--- config.mk ---
export PLATFORM = sky130hd
export DESIGN_NAME = scrolling_text_marquee
export DESIGN_NICKNAME = d
export VERILOG_FILES = /design/src/rtl/core/stm_pkg.sv /design/src/rtl/core/scrolling_text_marquee.sv /design/src/rtl/core/stm_fifo.sv /design/src/rtl/core/stm_front.sv /design/src/rtl/core/stm_back.sv
export SDC_FILE = /design/constraint.sdc
export NUM_CORES = 2
export LEC_CHECK = 0
export ABC_AREA = 1
export BUFFER_PORTS_ARGS = -buffer_cell sky130_fd_sc_hd__buf_2
export CORE_MARGIN = 3
export CORE_UTILIZATION = 60
export DETAILED_ROUTE_END_ITERATION = 16
export PLACE_DENSITY = 0.74
export SLEW_MARGIN = 40
export SYNTH_ARGS = -nofsm -noshare
export SYNTH_HDL_FRONTEND = slang
export SYNTH_SLANG_ARGS = --single-unit
export TNS_END_PERCENT = 50
--- constraint.sdc ---
create_clock -name clk -period 5.9 [get_ports clk]
set_clock_uncertainty 0.2 [all_clocks]
set_input_delay 1.18 -clock clk [delete_from_list [all_inputs] [get_ports clk]]
set_output_delay 1.18 -clock clk [all_outputs]
set_load 0.02 [all_outputs]
--- src/rtl/core/stm_pkg.sv ---
// shared types, constants and helpers for the scrolling text marquee
// no dependencies
`default_nettype none

package stm_pkg;

  localparam int TEXT_DEPTH  = 256;
  localparam int TEXT_AW     = $clog2(TEXT_DEPTH);
  localparam int RP_W        = TEXT_AW + 1;
  localparam int GLYPH_COUNT = 64;
  localparam int GLYPH_AW    = $clog2(GLYPH_COUNT);
  localparam int FIFO_DEPTH  = 2;
  localparam int FIFO_AW     = $clog2(FIFO_DEPTH);
  localparam int FIFO_CW     = $clog2(FIFO_DEPTH + 1);

  localparam logic [2:0] OP_TICK        = 3'd0;
  localparam logic [2:0] OP_WRITE_CHAR  = 3'd1;
  localparam logic [2:0] OP_WRITE_GLYPH = 3'd2;
  localparam logic [2:0] OP_START       = 3'd3;
  localparam logic [2:0] OP_STOP        = 3'd4;

  localparam logic [7:0] CHAR_SPACE     = 8'd32;
  localparam logic [7:0] CHAR_FIRST_OUT = 8'd128;
  localparam logic [7:0] CHAR_LOWER     = 8'd96;
  localparam logic [7:0] CHAR_TERM      = 8'd0;
  localparam logic [7:0] FOLD_MASK      = 8'h5F;

  // one resolved frame: glyph words of the three window letters, scroll offset and done flag
  typedef struct packed {
    logic [2:0][15:0] glyphs;
    logic [1:0]       offset;
    logic             done;
  } frame_t;

  function automatic logic [GLYPH_AW-1:0] glyph_index(input logic [7:0] code);
    logic [7:0] c;
    c = code;
    if (c < CHAR_SPACE || c >= CHAR_FIRST_OUT) begin
      c = CHAR_SPACE;
    end else if (c >= CHAR_LOWER) begin
      c = c & FOLD_MASK;
    end
    c = c - CHAR_SPACE;
    return c[GLYPH_AW-1:0];
  endfunction

endpackage

`default_nettype wire

--- src/rtl/core/scrolling_text_marquee.sv ---
// top level of the scrolling text marquee: register port, front sequencer,
// frame queue and pixel generator; uses stm_pkg, stm_front, stm_fifo, stm_back
`default_nettype none

// Ops other than a frame-ending tick leave the front idle, so the input stays
// ready. A tick that ends the frame period reads the text store when a
// character shifts in, then fetches the three glyph words from the font memory
// and queues the frame once the queue has room; the pixel generator then emits
// the 32 pixels of the frame at one per cycle while the output is taken. The
// two-entry frame queue lets the front take further ops while pixels are still
// going out. The text and font stores are not cleared at reset and must be
// loaded before use.
module scrolling_text_marquee (
  input  wire logic        clk,
  input  wire logic        rst_n,
  input  wire logic        in_valid,
  output logic             in_ready,
  input  wire logic [2:0]  in_op,
  input  wire logic [7:0]  in_text_slot,
  input  wire logic [7:0]  in_char_code,
  input  wire logic [5:0]  in_glyph_index,
  input  wire logic [15:0] in_glyph_bits,
  output logic             out_valid,
  input  wire logic        out_ready,
  output logic [2:0]       out_pixel_x,
  output logic [2:0]       out_pixel_y,
  output logic             out_lit,
  output logic             out_last,
  output logic             out_finished,
  input  wire logic        psel,
  input  wire logic        penable,
  input  wire logic        pwrite,
  input  wire logic [2:0]  paddr,
  input  wire logic [31:0] pwdata,
  output logic [31:0]      prdata,
  output logic             pready
);

  localparam logic       REG_FRAME_PERIOD = 1'b0;
  localparam logic       REG_BASE_ROW     = 1'b1;
  localparam logic [7:0] FRAME_PERIOD_RST = 8'd90;
  localparam logic [2:0] BASE_ROW_MAX     = 3'd4;

  logic [7:0]      frame_period_r;
  logic [2:0]      base_row_r;
  logic            cfg_wr;
  logic [2:0]      row_wdata;

  logic            q_push;
  logic            q_full;
  logic            q_pop;
  logic            q_valid;
  stm_pkg::frame_t q_wframe;
  stm_pkg::frame_t q_rframe;

  assign pready    = 1'b1;
  assign cfg_wr    = psel && penable && pwrite && pready;
  assign row_wdata = (pwdata[2:0] > BASE_ROW_MAX) ? BASE_ROW_MAX : pwdata[2:0];

  always_ff @(posedge clk) begin
    if (!rst_n) begin
      frame_period_r <= FRAME_PERIOD_RST;
      base_row_r     <= '0;
    end else if (cfg_wr) begin
      case (paddr[2])
        REG_FRAME_PERIOD: frame_period_r <= pwdata[7:0];
        REG_BASE_ROW:     base_row_r     <= row_wdata;
        default: ;
      endcase
    end
  end

  // misaligned reads return zero
  always_comb begin
    prdata = '0;
    if (paddr[1:0] == 2'b00) begin
      case (paddr[2])
        REG_FRAME_PERIOD: prdata = {24'd0, frame_period_r};
        REG_BASE_ROW:     prdata = {29'd0, base_row_r};
        default:          prdata = '0;
      endcase
    end
  end

  stm_front u_front (
    .clk            (clk),
    .rst_n          (rst_n),
    .in_valid       (in_valid),
    .in_ready       (in_ready),
    .in_op          (in_op),
    .in_text_slot   (in_text_slot),
    .in_char_code   (in_char_code),
    .in_glyph_index (in_glyph_index),
    .in_glyph_bits  (in_glyph_bits),
    .frame_period   (frame_period_r),
    .q_push         (q_push),
    .q_frame        (q_wframe),
    .q_full         (q_full)
  );

  stm_fifo u_fifo (
    .clk       (clk),
    .rst_n     (rst_n),
    .push      (q_push),
    .wdata     (q_wframe),
    .full      (q_full),
    .pop       (q_pop),
    .rdata     (q_rframe),
    .not_empty (q_valid)
  );

  stm_back u_back (
    .clk          (clk),
    .rst_n        (rst_n),
    .q_valid      (q_valid),
    .q_frame      (q_rframe),
    .q_pop        (q_pop),
    .base_row     (base_row_r),
    .out_valid    (out_valid),
    .out_ready    (out_ready),
    .out_pixel_x  (out_pixel_x),
    .out_pixel_y  (out_pixel_y),
    .out_lit      (out_lit),
    .out_last     (out_last),
    .out_finished (out_finished)
  );

endmodule

`default_nettype wire

--- src/rtl/core/stm_fifo.sv ---
// short frame queue between the front sequencer and the pixel generator
// uses stm_pkg for the frame type and depth
`default_nettype none

module stm_fifo (
  input  wire logic            clk,
  input  wire logic            rst_n,
  input  wire logic            push,
  input  stm_pkg::frame_t      wdata,
  output logic                 full,
  input  wire logic            pop,
  output stm_pkg::frame_t      rdata,
  output logic                 not_empty
);

  stm_pkg::frame_t                  mem_r [stm_pkg::FIFO_DEPTH];
  logic [stm_pkg::FIFO_AW-1:0]      wptr_r, wptr_nxt;
  logic [stm_pkg::FIFO_AW-1:0]      rptr_r, rptr_nxt;
  logic [stm_pkg::FIFO_CW-1:0]      count_r, count_nxt;
  logic                             do_push, do_pop;

  assign full      = (count_r == stm_pkg::FIFO_CW'(stm_pkg::FIFO_DEPTH));
  assign not_empty = (count_r != '0);
  assign rdata     = mem_r[rptr_r];
  assign do_push   = push && !full;
  assign do_pop    = pop && not_empty;

  always_comb begin
    wptr_nxt  = wptr_r;
    rptr_nxt  = rptr_r;
    count_nxt = count_r;
    if (do_push) begin
      wptr_nxt = (wptr_r == stm_pkg::FIFO_AW'(stm_pkg::FIFO_DEPTH - 1)) ? '0
                 : wptr_r + 1'b1;
    end
    if (do_pop) begin
      rptr_nxt = (rptr_r == stm_pkg::FIFO_AW'(stm_pkg::FIFO_DEPTH - 1)) ? '0
                 : rptr_r + 1'b1;
    end
    if (do_push && !do_pop) begin
      count_nxt = count_r + 1'b1;
    end else if (do_pop && !do_push) begin
      count_nxt = count_r - 1'b1;
    end
  end

  always_ff @(posedge clk) begin
    if (!rst_n) begin
      wptr_r  <= '0;
      rptr_r  <= '0;
      count_r <= '0;
    end else begin
      wptr_r  <= wptr_nxt;
      rptr_r  <= rptr_nxt;
      count_r <= count_nxt;
    end
  end

  always_ff @(posedge clk) begin
    if (do_push) begin
      mem_r[wptr_r] <= wdata;
    end
  end

endmodule

`default_nettype wire

--- src/rtl/core/stm_front.sv ---
// front sequencer: takes ops, owns text and glyph stores, scroll state and
// frame timing, and hands resolved frames to the queue; uses stm_pkg
`default_nettype none

module stm_front (
  input  wire logic        clk,
  input  wire logic        rst_n,
  input  wire logic        in_valid,
  output logic             in_ready,
  input  wire logic [2:0]  in_op,
  input  wire logic [7:0]  in_text_slot,
  input  wire logic [7:0]  in_char_code,
  input  wire logic [5:0]  in_glyph_index,
  input  wire logic [15:0] in_glyph_bits,
  input  wire logic [7:0]  frame_period,
  output logic             q_push,
  output stm_pkg::frame_t  q_frame,
  input  wire logic        q_full
);

  localparam logic [1:0] ST_IDLE  = 2'd0;
  localparam logic [1:0] ST_TEXT  = 2'd1;
  localparam logic [1:0] ST_GLYPH = 2'd2;
  localparam logic [1:0] GC_LAST  = 2'd3;

  logic [1:0]                   state_r, state_nxt;
  logic                         running_r, running_nxt;
  logic [7:0]                   countdown_r, countdown_nxt;
  logic [1:0]                   offset_r, offset_nxt;
  logic [2:0][7:0]              win_r, win_nxt;
  logic [stm_pkg::RP_W-1:0]     read_pos_r, read_pos_nxt;
  logic [1:0]                   gc_r, gc_nxt;
  logic [1:0][15:0]             glyphs_r, glyphs_nxt;

  logic [7:0]                   text_mem [stm_pkg::TEXT_DEPTH];
  logic [15:0]                  glyph_mem [stm_pkg::GLYPH_COUNT];
  logic [7:0]                   text_q;
  logic [15:0]                  glyph_q;

  logic                         accept;
  logic                         slot_ok;
  logic                         pos_ok;
  logic [7:0]                   next_char;
  logic [7:0]                   sel_char;
  logic [stm_pkg::GLYPH_AW-1:0] gaddr;

  assign in_ready  = (state_r == ST_IDLE);
  assign accept    = in_valid && in_ready;
  assign slot_ok   = ({24'd0, in_text_slot} < 32'(stm_pkg::TEXT_DEPTH));
  assign pos_ok    = (read_pos_r < stm_pkg::RP_W'(stm_pkg::TEXT_DEPTH));
  assign next_char = pos_ok ? text_q : stm_pkg::CHAR_TERM;

  // letter whose glyph is fetched this cycle, the last one is held while waiting
  always_comb begin
    case (gc_r)
      2'd0:    sel_char = win_r[0];
      2'd1:    sel_char = win_r[1];
      default: sel_char = win_r[2];
    endcase
  end
  assign gaddr = stm_pkg::glyph_index(sel_char);

  assign q_frame.glyphs = {glyph_q, glyphs_r[1], glyphs_r[0]};
  assign q_frame.offset = offset_r;
  assign q_frame.done   = (win_r[0] == stm_pkg::CHAR_TERM);

  always_comb begin
    state_nxt     = state_r;
    running_nxt   = running_r;
    countdown_nxt = countdown_r;
    offset_nxt    = offset_r;
    win_nxt       = win_r;
    read_pos_nxt  = read_pos_r;
    gc_nxt        = gc_r;
    glyphs_nxt    = glyphs_r;
    q_push        = 1'b0;
    case (state_r)
      ST_IDLE: begin
        if (accept) begin
          case (in_op)
            stm_pkg::OP_START: begin
              win_nxt       = {3{stm_pkg::CHAR_SPACE}};
              read_pos_nxt  = '0;
              countdown_nxt = '0;
              offset_nxt    = 2'd3;
              running_nxt   = 1'b1;
            end
            stm_pkg::OP_STOP: begin
              running_nxt = 1'b0;
            end
            stm_pkg::OP_TICK: begin
              if (running_r) begin
                if (countdown_r != '0) begin
                  countdown_nxt = countdown_r - 1'b1;
                end else begin
                  countdown_nxt = frame_period;
                  offset_nxt    = offset_r + 1'b1;
                  gc_nxt        = '0;
                  // offset wraps to zero: a new character shifts in first
                  state_nxt     = (offset_r == 2'd3) ? ST_TEXT : ST_GLYPH;
                end
              end
            end
            default: ;
          endcase
        end
      end
      ST_TEXT: begin
        win_nxt[0] = win_r[1];
        win_nxt[1] = win_r[2];
        win_nxt[2] = next_char;
        if (next_char != stm_pkg::CHAR_TERM) begin
          read_pos_nxt = read_pos_r + 1'b1;
        end
        state_nxt = ST_GLYPH;
      end
      ST_GLYPH: begin
        if (gc_r != GC_LAST) begin
          gc_nxt = gc_r + 1'b1;
        end
        case (gc_r)
          2'd1:    glyphs_nxt[0] = glyph_q;
          2'd2:    glyphs_nxt[1] = glyph_q;
          default: ;
        endcase
        if (gc_r == GC_LAST && !q_full) begin
          q_push    = 1'b1;
          state_nxt = ST_IDLE;
          if (q_frame.done) begin
            running_nxt = 1'b0;
          end
        end
      end
      default: state_nxt = ST_IDLE;
    endcase
  end

  always_ff @(posedge clk) begin
    if (!rst_n) begin
      state_r     <= ST_IDLE;
      running_r   <= 1'b0;
      countdown_r <= '0;
      offset_r    <= '0;
      win_r       <= {3{stm_pkg::CHAR_SPACE}};
      read_pos_r  <= '0;
      gc_r        <= '0;
    end else begin
      state_r     <= state_nxt;
      running_r   <= running_nxt;
      countdown_r <= countdown_nxt;
      offset_r    <= offset_nxt;
      win_r       <= win_nxt;
      read_pos_r  <= read_pos_nxt;
      gc_r        <= gc_nxt;
    end
  end

  always_ff @(posedge clk) begin
    glyphs_r <= glyphs_nxt;
  end

  always_ff @(posedge clk) begin
    if (accept && in_op == stm_pkg::OP_WRITE_CHAR && slot_ok) begin
      text_mem[stm_pkg::TEXT_AW'(in_text_slot)] <= in_char_code;
    end
    text_q <= text_mem[read_pos_r[stm_pkg::TEXT_AW-1:0]];
  end

  always_ff @(posedge clk) begin
    if (accept && in_op == stm_pkg::OP_WRITE_GLYPH) begin
      glyph_mem[in_glyph_index] <= in_glyph_bits;
    end
    glyph_q <= glyph_mem[gaddr];
  end

  a_countdown_dec: assert property (@(posedge clk) disable iff (!rst_n)
    (accept && in_op == stm_pkg::OP_TICK && running_r && countdown_r != '0)
      |=> (countdown_r == $past(countdown_r) - 8'd1))
    else $error("frame countdown did not step down");

  a_text_then_glyph: assert property (@(posedge clk) disable iff (!rst_n)
    (state_r == ST_TEXT) |=> (state_r == ST_GLYPH))
    else $error("character shift not followed by glyph fetch");

  a_done_stops: assert property (@(posedge clk) disable iff (!rst_n)
    (q_push && q_frame.done) |=> !running_r)
    else $error("marquee still running after final frame");

endmodule

`default_nettype wire

--- src/rtl/core/stm_back.sv ---
// pixel generator: walks a queued frame and emits its 32 pixels through an
// output register; uses stm_pkg
`default_nettype none

module stm_back (
  input  wire logic        clk,
  input  wire logic        rst_n,
  input  wire logic        q_valid,
  input  stm_pkg::frame_t  q_frame,
  output logic             q_pop,
  input  wire logic [2:0]  base_row,
  output logic             out_valid,
  input  wire logic        out_ready,
  output logic [2:0]       out_pixel_x,
  output logic [2:0]       out_pixel_y,
  output logic             out_lit,
  output logic             out_last,
  output logic             out_finished
);

  logic             busy_r, busy_nxt;
  stm_pkg::frame_t  cur_r, cur_nxt;
  logic [1:0]       k_r, k_nxt;
  logic [1:0]       row_r, row_nxt;
  logic [1:0]       fx_r, fx_nxt;
  logic             out_valid_r, out_valid_nxt;
  logic [2:0]       px_r, px_nxt;
  logic [2:0]       py_r, py_nxt;
  logic             lit_r, lit_nxt;
  logic             last_r, last_nxt;
  logic             fin_r, fin_nxt;

  logic             adv;
  logic [1:0]       fx_end;
  logic             last_pix;
  logic [15:0]      cur_glyph;
  logic [3:0]       bit_idx;
  logic [1:0]       k_step;

  assign adv   = !out_valid_r || out_ready;
  assign q_pop = !busy_r && q_valid;

  // letter 0 is clipped on the left, letter 2 on the right
  always_comb begin
    case (k_r)
      2'd0:    fx_end = 2'd3;
      2'd1:    fx_end = 2'd3;
      default: fx_end = cur_r.offset - 2'd1;
    endcase
  end

  always_comb begin
    case (k_r)
      2'd0:    cur_glyph = cur_r.glyphs[0];
      2'd1:    cur_glyph = cur_r.glyphs[1];
      default: cur_glyph = cur_r.glyphs[2];
    endcase
  end

  assign bit_idx  = ~{row_r, fx_r};
  assign last_pix = (row_r == 2'd3) && (fx_r == fx_end) &&
                    (k_r == 2'd2 || (k_r == 2'd1 && cur_r.offset == 2'd0));
  assign k_step   = (row_r == 2'd3) ? k_r + 2'd1 : k_r;

  always_comb begin
    busy_nxt      = busy_r;
    cur_nxt       = cur_r;
    k_nxt         = k_r;
    row_nxt       = row_r;
    fx_nxt        = fx_r;
    out_valid_nxt = out_valid_r;
    px_nxt        = px_r;
    py_nxt        = py_r;
    lit_nxt       = lit_r;
    last_nxt      = last_r;
    fin_nxt       = fin_r;
    if (adv) begin
      out_valid_nxt = busy_r;
      if (busy_r) begin
        // 4*k wraps to {k[0],00} modulo the 8-column window
        px_nxt   = {k_r[0], 2'b00} + {1'b0, fx_r} - {1'b0, cur_r.offset};
        py_nxt   = base_row + 3'd3 - {1'b0, row_r};
        lit_nxt  = cur_glyph[bit_idx];
        last_nxt = last_pix;
        fin_nxt  = last_pix && cur_r.done;
        if (last_pix) begin
          busy_nxt = 1'b0;
        end else if (fx_r == fx_end) begin
          k_nxt   = k_step;
          row_nxt = row_r + 2'd1;
          fx_nxt  = (k_step == 2'd0) ? cur_r.offset : 2'd0;
        end else begin
          fx_nxt = fx_r + 2'd1;
        end
      end
    end
    if (q_pop) begin
      busy_nxt = 1'b1;
      cur_nxt  = q_frame;
      k_nxt    = 2'd0;
      row_nxt  = 2'd0;
      fx_nxt   = q_frame.offset;
    end
  end

  always_ff @(posedge clk) begin
    if (!rst_n) begin
      busy_r      <= 1'b0;
      out_valid_r <= 1'b0;
      k_r         <= '0;
      row_r       <= '0;
      fx_r        <= '0;
    end else begin
      busy_r      <= busy_nxt;
      out_valid_r <= out_valid_nxt;
      k_r         <= k_nxt;
      row_r       <= row_nxt;
      fx_r        <= fx_nxt;
    end
  end

  always_ff @(posedge clk) begin
    cur_r  <= cur_nxt;
    px_r   <= px_nxt;
    py_r   <= py_nxt;
    lit_r  <= lit_nxt;
    last_r <= last_nxt;
    fin_r  <= fin_nxt;
  end

  assign out_valid    = out_valid_r;
  assign out_pixel_x  = px_r;
  assign out_pixel_y  = py_r;
  assign out_lit      = lit_r;
  assign out_last     = last_r;
  assign out_finished = fin_r;

  a_fin_on_last: assert property (@(posedge clk) disable iff (!rst_n)
    (out_valid_r && fin_r) |-> last_r)
    else $error("finished flag away from the last pixel");

  a_frame_ends: assert property (@(posedge clk) disable iff (!rst_n)
    (busy_r && adv && last_pix) |=> (!busy_r && out_valid_r && last_r))
    else $error("frame did not close on its last pixel");

  a_letter_range: assert property (@(posedge clk) disable iff (!rst_n)
    busy_r |-> (k_r != 2'd3))
    else $error("pixel walk ran past the third letter");

endmodule

`default_nettype wire

==> metrics.md <==
| Metric | Value |
|---|---|
| Status | `completed` |
| First-pass GRT wire length | `515,500 um` |
| Crit path kind | `register to register` |
| Vias | `89,080` |
| Worst skew pair latency | `950 ps` |
| Synthesis Warnings | `0` |
| Register area share after synthesis | `73.12%` |
| Main area contributors after synthesis | `edfxtp_1, nor2_1, nand3_1` |
| Crit end category | `register` |
| Achievable frequency | `223.2 MHz` |
| Final Power | `49.22 mW` |
| CP max FO | `85` |
| CP required | `6490 ps` |
| Longest Clk Path Bufs | `4` |
| Slowest CP cell | `nand2_8` |
| Crit start category | `register` |
| Final core occ | `66.67%` |
| Cells after Synth | `11,070` |
| Initial antenna violation count | `19` |
| Slew Limit Headroom | `35.67%` |
| # setup viols final | `0` |
| Post-CTS Resized | `0` |
| Pleak | `50.67 nW` |
| Non-filler cells, final | `14,200` |
| Area Overhead vs Synth | `10.05%` |
| Placement Setup Slack | `1072 ps` |
| Largest net degree at the start of global routing | `218` |
| Die H | `483.4 um` |
| Hold violation count in the final report | `0` |
| PD cells | `327.0 mW/mm^2` |
| Reg clk slew, reported paths | `60 ps` |
| Post-Route WL | `345,400 um` |
| Fin Setup TNS | `0 ps` |
| Commonest non-fill, non-tap cell in the layout | `edfxtp_1` |
| GPL Wtd Cong | `0.8836` |
| Tightest Pin Transition | `961.4 ps` |
| Vias/cell | `6.272` |
| Nets@finish | `11,070` |
| Multi-input gate area in the final layout | `0.03158 mm^2` |
| Row cnt | `174` |
| Yosys top cell area share | `71.71%` |
| Port Buffers | `77` |
| RR Endpoint | `u_front.glyph_q[2]$_DFF_P_` |
| Total grt overflow | `0` |
| Syn Area/Cell | `12.35 um^2` |
| Num CTS Buffers | `341` |
| Reg area | `0.1000 mm^2` |
| Dpl cells | `13,610` |
| Reg2reg start | `u_front.gc_r[0]$_SDFFE_PN0P_` |
| H-tree Lvls | `5` |
| FF+latch count, synth | `3,362` |
| Fraction of registers with async set/reset | `0%` |
| Worst hold stages | `0` |
| Hold Path Sink | `u_fifo.mem_r[1][8]$_DFFE_PP_` |
| Final worst slack | `1420 ps` |
| 1st-iter DRT viols | `12,020` |
| Cts-stage hold buffer count | `0` |
| Post-Syn Area | `0.1368 mm^2` |
| Post-route ant nets | `0` |
| Unrepaired setup endpoints after global routing | `no` |
| Wire per inst | `24.32 um` |
| Max-slew violation count | `0` |
| Reg2Reg Depth | `16` |
| Maximum vdd drop | `362.4 uV` |
| Layout cell share with drive strength beyond 1 | `7.845%` |
| Total Routing Usage GR | `28.84%` |
| Post-route cell area | `0.1505 mm^2` |
| Most common cell on crit path | `nand3_1` |
| Distinct cells, synth | `48` |
| IO Count | `127` |
| Fill count | `15,250` |
| CP max stage delay | `530 ps` |
| HP Start | `u_front.q_frame[8]$_DFFE_PP_` |
| Number of global-route vias before repair | `85,780` |
| Fin crit share | `75.93%` |
| Die Wd | `483.4 um` |
| Hpwl dp | `188,200 um` |
| Fin crit period | `4480 ps` |
| Worst Hold Slack | `240.5 ps` |
| Synth area leader | `edfxtp_1` |
| Max Cap Viol | `0` |
| CP cell instances | `inv_1, ha_1, nor2_8, nand2_1, nand3_1, nand2_4, nand2_8, nand2_8, buf_12, buf_4, o21ai_0, nand3_1, nand3_1, nand3_1, nand3_1, nand2_1` |
| # DRC | `0` |
| Clock Tree Root | `clkbuf_16` |
| Worst Hold Class | `register to register` |
| Die Area | `0.2337 mm^2` |
| TritonCTS Sinks | `3,362` |
| Placed Area | `0.1398 mm^2` |
| Family with the most delay on the worst path | `simple AND/OR/NAND/NOR gates` |
| Initial core utilization | `60.58%` |
| Setup Buffers After CTS | `0` |
| Most used DFF post-synth | `edfxtp_1` |
| CP bufs+invs | `3` |
| R2r setup slk | `1420 ps` |
| WP data arrival | `5070 ps` |
| EDFF count, synth | `3,266` |
| CORE AREA | `0.2258 mm^2` |
| TritonCTS clock tree | `done` |
| Pre-antenna DRT Iters | `8` |
| Most frequent cells in the layout | `edfxtp_1, nor2_1, nand3_1` |
## cells in the mapped netlist, types with 17 or more instances
cell      number
o221ai_1      96
buf_1         42
nand3b_1     341
dfxtp_1       96
a21oi_1      152
mux2_2        51
buf_4         40
nand4_1       27
ha_1          18
nand3_1     1152
nor2_1      2036
nand2_1      887
nor3_1        17
inv_1        471
edfxtp_1    3266
o21ai_0     1127
buf_2        280
buf_6         32
o21ai_1       28
o22ai_1      288
o211ai_1     168
clkbuf_1     386
## cell type report
class / count / share of cell area (%)
sequential: 3362 / 66.45
multi-input combinational: 6474 / 20.98
clock buffer: 422 / 6.039
tap: 2992 / 2.487
timing repair buffer: 306 / 1.860
inverter: 479 / 1.211
clock inverter: 162 / 0.9593
antenna: 7 / 0.01164
## state kept, by name, summed over array words and instances, names as in the netlist, 3 cells and up, named ones only
name / cells
frame_period_r: 8
u_front.text_q: 8
u_front.glyph_mem: 1024
u_front.countdown_r: 8
u_back.cur_r: 51
u_front.text_mem: 2048
u_front.q_frame: 32
u_fifo.mem_r: 102
u_front.glyph_q: 16
base_row_r: 3
u_front.read_pos_r: 9
u_back.out_pixel_x: 3
u_back.out_pixel_y: 3
u_front.win_r: 24
## power breakdown
part / total (mW) / leakage, nW / internal, mW / switching (mW)
combinational: 2.00 / 15.3 / 0.456 / 1.54
clock: 20.7 / 5.18 / 12.0 / 8.67
sequential: 26.5 / 30.2 / 26.5 / 0.0910
## routing by layer
layer / wire (um) / track usage (%) / vias up
met5: 92 / 0 / -
met1: 127500 / 38.56 / 43570
met3: 36120 / 5.421 / 872
li1: - / - / 39660
met2: 164700 / 46.30 / 4970
met4: 17000 / 13.40 / 14
## kinds of logic (layout without fill, tap and decap cells)
logic type / after synthesis / in the layout / share of synthesized area (%)
and+or+nand+nor: 4485 / 4485 / 14.44
DFF: 3362 / 3362 / 73.12
AOI/OAI and AO/OA: 1882 / 1882 / 7.761
buffers and inverters: 1259 / 1369 / 3.997
muxes: 51 / 51 / 0.4199
adders and majority gates: 19 / 19 / 0.1793
xor gates and xnor gates: 12 / 12 / 0.07685
other: 2 / 32 / 0.005491
## how the worst max path moves through the flow
stage,from,endpoint,slack (ps),depth (start not counted)
after CTS,u_front.gc_r[0]$_SDFFE_PN0P_,u_front.glyph_q[12]$_DFF_P_,1480,15
after floorplan,u_fifo.count_r[0]$_SDFFE_PN0P_,u_fifo.count_r[1]$_SDFFE_PN0P_,1260,8
after global routing,u_front.gc_r[0]$_SDFFE_PN0P_,u_front.glyph_q[2]$_DFF_P_,1240,16
final,u_front.gc_r[0]$_SDFFE_PN0P_,u_front.glyph_q[2]$_DFF_P_,1420,16
after global placement,in_valid,u_front.text_mem[220][1]$_DFFE_PP_,1200,10
after detailed placement,in_valid,u_front.text_mem[225][4]$_DFFE_PP_,1070,10
No activity file was read; power rests on OpenSTA's default activity.
